**config.mk**
```make
export PLATFORM = sky130hd
export DESIGN_NAME = node_liveness_monitor_unit
export DESIGN_NICKNAME = d
export VERILOG_FILES = /design/src/rtl/core/nlm_pkg.sv /design/src/rtl/core/node_liveness_monitor_unit.sv /design/src/rtl/core/nlm_table.sv
export SDC_FILE = /design/constraint.sdc
export NUM_CORES = 1
export LEC_CHECK = 0
export BUFFER_PORTS_ARGS = -buffer_cell sky130_fd_sc_hd__buf_4
export CORE_MARGIN = 2
export CORE_UTILIZATION = 56
export DETAILED_ROUTE_END_ITERATION = 7
export GPL_TIMING_DRIVEN = 1
export PLACE_DENSITY = 0.82
export SYNTH_ARGS = -nofsm -noshare
export SYNTH_HDL_FRONTEND = slang
export SYNTH_HIERARCHICAL = 1
export SYNTH_SLANG_ARGS = --single-unit
```
**constraint.sdc**
```tcl
create_clock -name clk -period 6.7 [get_ports clk]
set_clock_uncertainty 0.15 [all_clocks]
set_input_delay 1.34 -clock clk [delete_from_list [all_inputs] [get_ports clk]]
set_output_delay 1.34 -clock clk [all_outputs]
set_load 0.03 [all_outputs]
```
**src/rtl/core/nlm_pkg.sv**
```systemverilog
package nlm_pkg;

    // node liveness codes
    localparam logic [1:0] ST_UNKNOWN = 2'd0;
    localparam logic [1:0] ST_ALIVE   = 2'd1;
    localparam logic [1:0] ST_SUSPECT = 2'd2;
    localparam logic [1:0] ST_DEAD    = 2'd3;

    // event codes
    localparam logic [2:0] EV_NONE       = 3'd0;
    localparam logic [2:0] EV_DISCOVERED = 3'd1;
    localparam logic [2:0] EV_RECOVERED  = 3'd2;
    localparam logic [2:0] EV_SUSPECT    = 3'd3;
    localparam logic [2:0] EV_DEAD       = 3'd4;

    // request actions
    localparam logic [1:0] ACT_HEARTBEAT = 2'd0;
    localparam logic [1:0] ACT_TICK      = 2'd1;
    localparam logic [1:0] ACT_STATUS    = 2'd2;

    // configuration register indexes
    localparam logic [1:0] REG_MY_NODE_ID   = 2'd0;
    localparam logic [1:0] REG_SUSPECT_THR  = 2'd1;
    localparam logic [1:0] REG_DEAD_THR     = 2'd2;

    localparam logic [7:0] DEFAULT_THRESHOLD = 8'd6;
    localparam logic [7:0] COUNT_MAX         = 8'hFF;
    localparam logic [4:0] MAX_RESULTS       = 5'd16;

    typedef struct packed {
        logic [1:0] action;
        logic [3:0] node;
    } req_word_t;

    typedef struct packed {
        logic [3:0] node_index;
        logic [1:0] node_status;
        logic [7:0] missed_count;
        logic [2:0] event_res;
        logic       last;
    } rsp_word_t;

    typedef struct packed {
        logic [1:0] node_status;
        logic [7:0] missed_count;
    } entry_t;

endpackage

```
**src/rtl/core/node_liveness_monitor_unit.sv**
```systemverilog
// node liveness monitor: keeps a liveness state and missed-tick count per node
//
// req channel (req_valid, req_stall, req_word): one word is a heartbeat from
// a node, an aging tick or a status read. req_stall is high while a word is
// being worked on. rsp channel (rsp_valid, rsp_stall, rsp_word): results,
// last marks the final result of a request word; a tick that moves no node
// gives no result, an unused action gives none either.
// cfg channel (cfg_valid, cfg_ready, cfg_index, cfg_data): cfg_ready is always
// high; index 0 own node id, 1 suspect threshold, 2 dead threshold.
// timing: heartbeat and status read pass the read and execute states before
// the result is registered; a tick walks the node table one entry at a time,
// a read state then an update state for each, set by the single table port
// and the one increment/compare unit. The output register frees the request
// side, so a new word is taken while a result still waits on rsp_stall; a
// stalled result holds the walk only when a further result must be pushed.
// reset: every node unknown with count 0, own id 0, both thresholds 6.
module node_liveness_monitor_unit #(
    parameter int NODES = 16
) (
    input  logic                clk,
    input  logic                rst_n,
    input  logic                req_valid,
    output logic                req_stall,
    input  nlm_pkg::req_word_t  req_word,
    output logic                rsp_valid,
    input  logic                rsp_stall,
    output nlm_pkg::rsp_word_t  rsp_word,
    input  logic                cfg_valid,
    output logic                cfg_ready,
    input  logic [1:0]          cfg_index,
    input  logic [7:0]          cfg_data
);

    localparam int IW = $clog2(NODES);

    typedef enum logic [3:0] {
        S_IDLE  = 4'b0001,
        S_READ  = 4'b0010,
        S_EXEC  = 4'b0100,
        S_FLUSH = 4'b1000
    } state_t;

    state_t            state_reg, state_next;
    logic [IW-1:0]     addr_reg, addr_next;
    logic [1:0]        op_reg, op_next;
    logic [3:0]        node_reg, node_next;
    logic              in_range_reg, in_range_next;
    logic [4:0]        res_cnt_reg, res_cnt_next;
    logic              pend_valid_reg, pend_valid_next;
    nlm_pkg::rsp_word_t pend_reg, pend_next;
    logic              rsp_valid_reg, rsp_valid_next;
    nlm_pkg::rsp_word_t rsp_word_reg, rsp_word_next;

    logic [3:0]        my_id_reg;
    logic [7:0]        susp_thr_reg;
    logic [7:0]        dead_thr_reg;

    nlm_pkg::entry_t   rd_entry;
    nlm_pkg::entry_t   wr_entry;
    logic              tbl_we;

    logic              out_free;
    logic              is_self;
    logic              eligible;
    logic [7:0]        cnt_inc;
    logic [7:0]        thr;
    logic              trans;
    logic              report;
    logic              last_node;
    logic              req_in_range;

    nlm_table #(
        .NODES(NODES)
    ) u_table (
        .clk     (clk),
        .rst_n   (rst_n),
        .addr    (addr_reg),
        .we      (tbl_we),
        .wr_data (wr_entry),
        .rd_data (rd_entry)
    );

    assign cfg_ready = 1'b1;
    assign req_stall = (state_reg != S_IDLE);
    assign rsp_valid = rsp_valid_reg;
    assign rsp_word  = rsp_word_reg;
    assign out_free  = !rsp_valid_reg || !rsp_stall;

    assign req_in_range = (32'(req_word.node) < NODES);
    assign last_node    = (addr_reg == IW'(NODES - 1));

    // shared age unit: saturating increment and threshold compare
    always_comb
    begin
        is_self  = (32'(addr_reg) == 32'(my_id_reg));
        eligible = !is_self && ((rd_entry.node_status == nlm_pkg::ST_ALIVE) ||
                                (rd_entry.node_status == nlm_pkg::ST_SUSPECT));
        cnt_inc  = (rd_entry.missed_count == nlm_pkg::COUNT_MAX) ?
                   rd_entry.missed_count : rd_entry.missed_count + 8'd1;
        thr      = (rd_entry.node_status == nlm_pkg::ST_ALIVE) ?
                   susp_thr_reg : dead_thr_reg;
        trans    = eligible && (cnt_inc >= thr);
        report   = trans && (res_cnt_reg < nlm_pkg::MAX_RESULTS);
    end

    always_comb
    begin
        state_next      = state_reg;
        addr_next       = addr_reg;
        op_next         = op_reg;
        node_next       = node_reg;
        in_range_next   = in_range_reg;
        res_cnt_next    = res_cnt_reg;
        pend_valid_next = pend_valid_reg;
        pend_next       = pend_reg;
        rsp_valid_next  = rsp_valid_reg && rsp_stall;
        rsp_word_next   = rsp_word_reg;
        tbl_we          = 1'b0;
        wr_entry        = rd_entry;

        unique case (state_reg)
            S_IDLE:
            begin
                if (req_valid)
                begin
                    op_next         = req_word.action;
                    node_next       = req_word.node;
                    in_range_next   = req_in_range;
                    res_cnt_next    = '0;
                    pend_valid_next = 1'b0;
                    if (req_word.action == nlm_pkg::ACT_TICK)
                    begin
                        addr_next  = '0;
                        state_next = S_READ;
                    end
                    else if (req_word.action == nlm_pkg::ACT_HEARTBEAT ||
                             req_word.action == nlm_pkg::ACT_STATUS)
                    begin
                        addr_next  = req_in_range ? IW'(req_word.node) : '0;
                        state_next = S_READ;
                    end
                end
            end
            S_READ:
            begin
                state_next = S_EXEC;
            end
            S_EXEC:
            begin
                if (op_reg == nlm_pkg::ACT_TICK)
                begin
                    if (trans)
                    begin
                        wr_entry.node_status  = (rd_entry.node_status == nlm_pkg::ST_ALIVE) ?
                                                nlm_pkg::ST_SUSPECT : nlm_pkg::ST_DEAD;
                        wr_entry.missed_count = '0;
                    end
                    else
                    begin
                        wr_entry.missed_count = cnt_inc;
                    end
                    // a new result pushes the held one out, so that one is not last
                    if (!(report && pend_valid_reg) || out_free)
                    begin
                        tbl_we = eligible;
                        if (report)
                        begin
                            if (pend_valid_reg)
                            begin
                                rsp_valid_next = 1'b1;
                                rsp_word_next  = pend_reg;
                            end
                            pend_valid_next        = 1'b1;
                            pend_next.node_index   = 4'(addr_reg);
                            pend_next.node_status  = wr_entry.node_status;
                            pend_next.missed_count = '0;
                            pend_next.event_res    =
                                (rd_entry.node_status == nlm_pkg::ST_ALIVE) ?
                                nlm_pkg::EV_SUSPECT : nlm_pkg::EV_DEAD;
                            pend_next.last         = 1'b0;
                            res_cnt_next           = res_cnt_reg + 5'd1;
                        end
                        if (last_node)
                        begin
                            state_next = S_FLUSH;
                        end
                        else
                        begin
                            addr_next  = addr_reg + IW'(1);
                            state_next = S_READ;
                        end
                    end
                end
                else if (out_free)
                begin
                    rsp_valid_next            = 1'b1;
                    rsp_word_next.node_index  = node_reg;
                    rsp_word_next.last        = 1'b1;
                    rsp_word_next.event_res   = nlm_pkg::EV_NONE;
                    if (!in_range_reg)
                    begin
                        rsp_word_next.node_status  = nlm_pkg::ST_UNKNOWN;
                        rsp_word_next.missed_count = '0;
                    end
                    else if (op_reg == nlm_pkg::ACT_HEARTBEAT && node_reg != my_id_reg)
                    begin
                        tbl_we                     = 1'b1;
                        wr_entry.node_status       = nlm_pkg::ST_ALIVE;
                        wr_entry.missed_count      = '0;
                        rsp_word_next.node_status  = nlm_pkg::ST_ALIVE;
                        rsp_word_next.missed_count = '0;
                        if (rd_entry.node_status == nlm_pkg::ST_UNKNOWN)
                        begin
                            rsp_word_next.event_res = nlm_pkg::EV_DISCOVERED;
                        end
                        else if (rd_entry.node_status != nlm_pkg::ST_ALIVE)
                        begin
                            rsp_word_next.event_res = nlm_pkg::EV_RECOVERED;
                        end
                    end
                    else
                    begin
                        rsp_word_next.node_status  = rd_entry.node_status;
                        rsp_word_next.missed_count = rd_entry.missed_count;
                    end
                    state_next = S_IDLE;
                end
            end
            S_FLUSH:
            begin
                if (!pend_valid_reg)
                begin
                    state_next = S_IDLE;
                end
                else if (out_free)
                begin
                    rsp_valid_next     = 1'b1;
                    rsp_word_next      = pend_reg;
                    rsp_word_next.last = 1'b1;
                    pend_valid_next    = 1'b0;
                    state_next         = S_IDLE;
                end
            end
            default:
            begin
                state_next = S_IDLE;
            end
        endcase
    end

    always_ff @(posedge clk or negedge rst_n)
    begin
        if (!rst_n)
        begin
            state_reg      <= S_IDLE;
            res_cnt_reg    <= '0;
            pend_valid_reg <= 1'b0;
            rsp_valid_reg  <= 1'b0;
            my_id_reg      <= '0;
            susp_thr_reg   <= nlm_pkg::DEFAULT_THRESHOLD;
            dead_thr_reg   <= nlm_pkg::DEFAULT_THRESHOLD;
        end
        else
        begin
            state_reg      <= state_next;
            res_cnt_reg    <= res_cnt_next;
            pend_valid_reg <= pend_valid_next;
            rsp_valid_reg  <= rsp_valid_next;
            if (cfg_valid && cfg_ready)
            begin
                unique case (cfg_index)
                    nlm_pkg::REG_MY_NODE_ID:  my_id_reg    <= cfg_data[3:0];
                    nlm_pkg::REG_SUSPECT_THR: susp_thr_reg <= cfg_data;
                    nlm_pkg::REG_DEAD_THR:    dead_thr_reg <= cfg_data;
                    default:
                    begin
                    end
                endcase
            end
        end
    end

    always_ff @(posedge clk)
    begin
        addr_reg     <= addr_next;
        op_reg       <= op_next;
        node_reg     <= node_next;
        in_range_reg <= in_range_next;
        pend_reg     <= pend_next;
        rsp_word_reg <= rsp_word_next;
    end

`ifndef SYNTHESIS
    assert property (@(posedge clk) disable iff (!rst_n)
        (state_reg == S_IDLE) |-> !pend_valid_reg)
        else $error("held result left over after a walk");

    assert property (@(posedge clk) disable iff (!rst_n)
        res_cnt_reg <= nlm_pkg::MAX_RESULTS)
        else $error("result count beyond its cap");

    assert property (@(posedge clk) disable iff (!rst_n)
        tbl_we |-> (state_reg == S_EXEC))
        else $error("table written outside the update cycle");

    assert property (@(posedge clk) disable iff (!rst_n)
        $rose(rsp_valid_reg) |-> ($past(state_reg) == S_EXEC || $past(state_reg) == S_FLUSH))
        else $error("result appeared without an update or flush");
`endif

endmodule

```
**src/rtl/core/nlm_table.sv**
```systemverilog
module nlm_table #(
    parameter int NODES = 16
) (
    input  logic                      clk,
    input  logic                      rst_n,
    input  logic [$clog2(NODES)-1:0]  addr,
    input  logic                      we,
    input  nlm_pkg::entry_t           wr_data,
    output nlm_pkg::entry_t           rd_data
);

    nlm_pkg::entry_t entry_mem [NODES];
    nlm_pkg::entry_t rd_data_reg;
    logic [NODES-1:0] valid_reg;
    logic             rd_valid_reg;

    always_ff @(posedge clk)
    begin
        if (we)
        begin
            entry_mem[addr] <= wr_data;
        end
        rd_data_reg <= entry_mem[addr];
    end

    // an entry never written reads as unknown with a zero count
    always_ff @(posedge clk or negedge rst_n)
    begin
        if (!rst_n)
        begin
            valid_reg    <= '0;
            rd_valid_reg <= 1'b0;
        end
        else
        begin
            if (we)
            begin
                valid_reg[addr] <= 1'b1;
            end
            rd_valid_reg <= valid_reg[addr];
        end
    end

    assign rd_data = rd_valid_reg ? rd_data_reg : nlm_pkg::entry_t'('0);

endmodule
```
# Yosys cells after proc, flatten, opt, wreduce, memory -nomap -nowiden
# Memory sizes are Yosys's and may differ from the RTL's. A register that Yosys moved wholly into a read port is not among the register bits.
# Index checks and enable logic that the tools add are counted.
dict set report op_classes {
  bitwise_logic 1
  order_cmp 4
  mux 68
  add_sub_neg 3
  n_eq_ne 29
  n_reduce_logical 32
}
# cell count
set ops {}
lappend ops {{$mux W18} 7}
lappend ops {{$mux W4} 14}
lappend ops {{$mux W10} 5}
lappend ops {{$pmux W18 S2} 1}
lappend ops {{$mux W8} 3}
lappend ops {{$mux W1} 22}
lappend ops {{$mux W5} 4}
lappend ops {{$or A16 B16 Y16} 1}
lappend ops {{$pmux W4 S4} 1}
lappend ops {{$ne A3 B3 Y1 const B} 5}
lappend ops {{$ne A2 B2 Y1 const B} 7}
lappend ops {{$pmux W5 S2} 1}
lappend ops {{$reduce_and A5 Y1} 2}
lappend ops {{$mux W3} 3}
lappend ops {{$add A8 B1 Y8 const B} 1}
lappend ops {{$eq A2 B1 Y1 const B} 4}
lappend ops {{$eq A4 B4 Y1 const B} 2}
lappend ops {{$eq A8 B8 Y1 const B} 1}
lappend ops {{$ge A8 B8 Y1} 1}
lappend ops {{$logic_not A2 Y1} 4}
lappend ops {{$pmux W4 S2} 1}
lappend ops {{$reduce_and A2 Y1} 4}
lappend ops {{$logic_and A1 B1 Y1} 7}
lappend ops {{$reduce_and A7 Y1} 1}
lappend ops {{other kinds (25)} 35}
dict set report totals {
  register_bits 85
  mem_count 1
  wordCells 158
  out_inout_bits 21
  ramBits 160
  in_bits 21
}
# name words width rd rd_ports_with_merged_regs write_ports line
set memory_table {}
lappend memory_table {u_table.entry_mem 16 10 1 1 1 nlm_table.sv:12} ;# nlm_pkg::entry_t entry_mem [NODES];

# Logic depth before layout (Yosys ltp)
dict set report depth {
  word_depth 14
  mapped_depth 16
  depth_no_buf 16
}

# Cells and area by module
# The synthesis kept the hierarchy.
# module n_inst area_each_um2 cells_each
set by_module_without_submodules {}
lappend by_module_without_submodules {nlm_table 1 7049.3 333}
lappend by_module_without_submodules {node_liveness_monitor_unit 1 3578.4 305}

# Worst setup path after synthesis
# OpenSTA, ideal clock, no wires.
dict set report synth_path {
  path_type {reg2reg}
  startpoint {register u_table.rd_valid_reg}
  endpoint {register rsp_word_reg, in the netlist rsp_word[0] (enable)}
  path_stages_with_launch 13
  arrival_time_ps 4155
  n_path_buf 0
  path_slack_ps 1975
  setup_time_ps 420
  t_required_ps 6130
  synth_period_minus_slack_ps 4725
  cell_sequence {dfrtp_1 and2_1 ha_1 and3_1 nand2_1 mux2_2 ha_1 and3_1 o21ai_0 a311o_2 a21oi_1 nor2_1 nor3b_1}
}
# element line
set synth_lines {}
lappend synth_lines {{start: declaration} nlm_table.sv:15} ;# logic rd_valid_reg;
lappend synth_lines {{start signal: assignment} nlm_table.sv:40} ;# rd_valid_reg <= valid_reg[addr];
lappend synth_lines {{end signal: assignment} node_liveness_monitor_unit.sv:290} ;# rsp_word_reg <= rsp_word_next;
lappend synth_lines {{end: declaration} node_liveness_monitor_unit.sv:52} ;# nlm_pkg::rsp_word_t rsp_word_reg, rsp_word_next;

==> metrics.md <==
| Metric | Value |
|---|---|
| Tmin final | 5.26 ns |
| CTS tree | done |
| IO Port Bufs | 40 |
| Syn Area/Cell | 16.7 um^2 |
| Worst hold path type | reg -> reg |
| Post-Route M1 WL | 8.99 mm |
| Final number of setup-violating endpoints | 0 |
| RSZ-0062 raised after global routing | false |
| Number of setup buffers added after CTS | 0 |
| Worst-path clk slew | 0.06 ns |
| Hold Crit Start | u_table/valid_reg[2]$_DFFE_PN0P_ |
| Routed wl met2 | 11.2 mm |
| Syn. warnings | 6 |
| Share of post-route cells with drive strength above 1 | 0.233 |
| Max FFs per register | 160 |
| Met3 WL | 1.68 mm |
| CP Data Arrival Time | 5.25 ns |
| Antenna diode instance count | 0 |
| Area share of the largest cell type after synthesis | 0.554 |
| Synth-to-layout area growth | 12.3% |
| Setup TNS | 0 ns |
| Max cap viols | 0 |
| Filler cells | 1272 |
| Via count | 5957 |
| Drt total wl | 22.4 mm |
| Post-route DRC | 0 |
| Worst Hold End | u_table/valid_reg[2]$_DFFE_PN0P_ |
| Die extent in x | 142 um |
| Final GP Congestion | 0.879 |
| Largest net degree at the start of global routing | 53 |
| Layout Nets | 721 |
| PD cells | 343 nW/um^2 |
| Initial antenna violation count | 0 |
| Worst r2r src | u_table/rd_valid_reg$_DFF_PN0_ |
| Post-synthesis cell area | 10600 um^2 |
| Gr usage total | 0.229 |
| CP max FO | 18 |
| Worst slack at placement | 1.54 ns |
| Hold depth | 1 |
| P_leak | 0.00432 uW |
| Sequential fraction of the synthesis area | 0.686 |
| CP startpoint kind | flop |
| First-pass GRT wire length | 34.7 mm |
| Worst Path Buf+Inv | 1 |
| Crit path cell chain | and2_1, inv_1, ha_1, mux2_2, ha_1, and3_1, o21ai_0, a311o_2, a21oi_1, nor2_1, nor3b_2 |
| Post-synth EDFFs | 196 |
| Largest cells by area after synthesis | edfxtp_1 55%, dfrtp_1 10%, mux4_2 8.7%, mux2_2 2.4%, dfxtp_1 1.9% |
| Post-synth ARST share | 0.189 |
| Worst slew pin tran | 1.31 ns |
| H-tree levels | 1 |
| PostCTS Resize Cnt | 0 |
| Post-synthesis net count | 672 |
| FF+latch count, synth | 254 |
| Ports | 42 |
| Count of clock tree sinks | 254 |
| Number of global-route vias before repair | 6009 |
| Worst setup margin | 1.44 ns |
| Chip height | 142 um |
| Max-slew violation count | 0 |
| Initial DRC count | 650 |
| DR top layer | met4 |
| Vias per cell | 6.34 |
| Worst Reg-to-Reg Cells | 11 |
| Period utilization | 0.786 |
| Root Buffer | clkbuf_16 |
| CP Capture Type | flop |
| Setup CP Type | reg -> reg |
| Clk_lat worst skew | 0.54 ns |
| Synth Flop Type | edfxtp_1 |
| Status | complete, no violations |
| Wire per inst | 23.8 um |
| Required time of the worst setup path | 6.69 ns |
| Total core area | 18600 um^2 |
| Cell count after synthesis | 638 |
| Number of distinct library cells after synthesis | 64 |
| DIE AREA | 20100 um^2 |
| Max-Slew Margin vs Limit | 0.124 |
| Post-DP HPWL | 13.9 mm |
| GRT overflow | 0 |
| Hold Violations, Final | 0 |
| Initial core utilization | 0.570 |
| FF-to-FF setup slack | 1.44 ns |
| Peak VDD IR | 0.000260 V |
| CTS Buf Count | 25 |
| 1st-pass router iterations | 5 |
| Crit-path max cell delay | 1.07 ns |
| Worst r2r dst | rsp_word[16]$_DFFE_PP_ |
| Row count | 50 |
| Deepest clock path buffer count | 3 |
| Hold buffer count at cts | 0 |
| Delay-heaviest family, CP | simple AND/OR/NAND/NOR gates |
| Synth area leader | edfxtp_1 |
| CP max-delay cell | nor3b_2 |
| Post-route ant nets | 0 |
| F_max | 190 MHz |
| CP most frequent cell | ha_1 |
Yosys cell counts, types with 11 or more instances:
cell      count
a22o_1       13
or2_1        16
and2_1       18
mux2i_1      11
ha_1         13
edfxtp_1    196
dfrtp_1      43
nor2_1       30
a22oi_1      23
nand2_1      47
nand3_1      15
mux2_2       23
mux4_2       41
worst max-delay path by stage:
stage                                    from                           endpoint  slack [ns]  cells past startpoint
6_report       u_table/rd_valid_reg$_DFF_PN0_             rsp_word[16]$_DFFE_PP_        1.44                     11
5_1_grt        u_table/rd_valid_reg$_DFF_PN0_  u_table/entry_mem[1][8]$_DFFE_PP_        1.09                     11
4_1_cts        u_table/rd_valid_reg$_DFF_PN0_             rsp_word[16]$_DFFE_PP_        1.49                     11
3_5_place_dp   u_table/rd_valid_reg$_DFF_PN0_         rsp_word[10]$_SDFFCE_PP0P_        1.54                     11
3_3_place_gp   u_table/rd_valid_reg$_DFF_PN0_          rsp_word[6]$_SDFFCE_PP0P_        1.77                     12
2_1_floorplan  u_table/rd_valid_reg$_DFF_PN0_          rsp_word[0]$_SDFFCE_PP1P_        1.98                     12
cells in the final DEF (no fill, tap or decap), types with 3 or more instances in the layout:
| cell type | synthesis | routed |
|---|---|---|
| edfxtp_1 | 196 | 196 |
| nand2_1 | 47 | 47 |
| buf_4 | 2 | 46 |
| dfrtp_1 | 43 | 43 |
| mux4_2 | 41 | 41 |
| nor2_1 | 30 | 30 |
| clkbuf_16 | 0 | 25 |
| mux2_2 | 23 | 23 |
| a22oi_1 | 23 | 23 |
| and2_1 | 18 | 18 |
| or2_1 | 16 | 16 |
| nand3_1 | 15 | 15 |
| a22o_1 | 13 | 13 |
| ha_1 | 13 | 13 |
| mux2i_1 | 11 | 11 |
| a21oi_1 | 10 | 10 |
| dfxtp_1 | 10 | 10 |
| inv_1 | 9 | 9 |
| xor2_1 | 9 | 9 |
| o21ai_0 | 9 | 9 |
| nand3b_1 | 7 | 7 |
| clkbuf_1 | 3 | 7 |
| nor2b_1 | 6 | 6 |
| nor3_1 | 6 | 6 |
| nand2b_1 | 5 | 5 |
| dfstp_2 | 5 | 5 |
| and3_1 | 4 | 4 |
| clkinv_2 | 1 | 3 |
| clkbuf_8 | 0 | 3 |
| bufinv_16 | 0 | 3 |
| mux4_1 | 3 | 3 |
worst register-to-register path, cell delays in order (launching register included):
cell and delay (ns):
dfrtp_1 0.45, and2_1 0.21, inv_1 0.09, ha_1 0.59, mux2_2 0.42, ha_1 0.26, and3_1 0.13, o21ai_0 0.07
a311o_2 0.41, a21oi_1 0.87, nor2_1 0.16, nor3b_2 1.07
power by group:
group	total (uW)	switching (uW)	internal, uW
clock network	1420	574	841
registers	1940	68.7	1870
logic	739	453	286
routing by layer:
metal,track usage,vias to the layer above
met3,0.0327,41
met5,0,-
met1,0.321,3042
li1,-,2592
met2,0.388,282
met4,0.0542,0
metrics by stage:
stage                     utilization  hold slack, ns  instance area [um^2]  total power [uW]  instances
final                           0.640           0.308                 11900              4090        939
after global routing            0.640           0.318                 11900              4250        939
after CTS                       0.640           0.310                 11900              4110        939
after detailed placement        0.595           0.294                 11100              2700        894
after global placement          0.595           0.289                 11100              2670        894
after floorplan                     -           0.274                 10600              2490        638
area by class of cell:
| cell class | instances | area (um^2) | area share |
|---|---|---|---|
| Clock buffer | 35 | 693 | 0.0581 |
| Clock inverter | 10 | 143 | 0.0120 |
| Inverter | 10 | 38.8 | 0.00325 |
| Multi-Input combinational cell | 350 | 3130 | 0.262 |
| Sequential cell | 254 | 7290 | 0.611 |
| Tap cell | 234 | 293 | 0.0245 |
| Timing Repair Buffer | 46 | 345 | 0.0289 |
logic make-up after synthesis:
| logic type | share of synthesized area |
|---|---|
| simple gates | 0.0843 |
| other cells | 0.000353 |
| mux | 0.129 |
| buf+inv | 0.0201 |
| fa+ha+maj | 0.0153 |
| flops | 0.686 |
| compound gates | 0.0556 |
| xor+xnor | 0.00907 |
No activity file was read; power rests on OpenSTA's default activity.
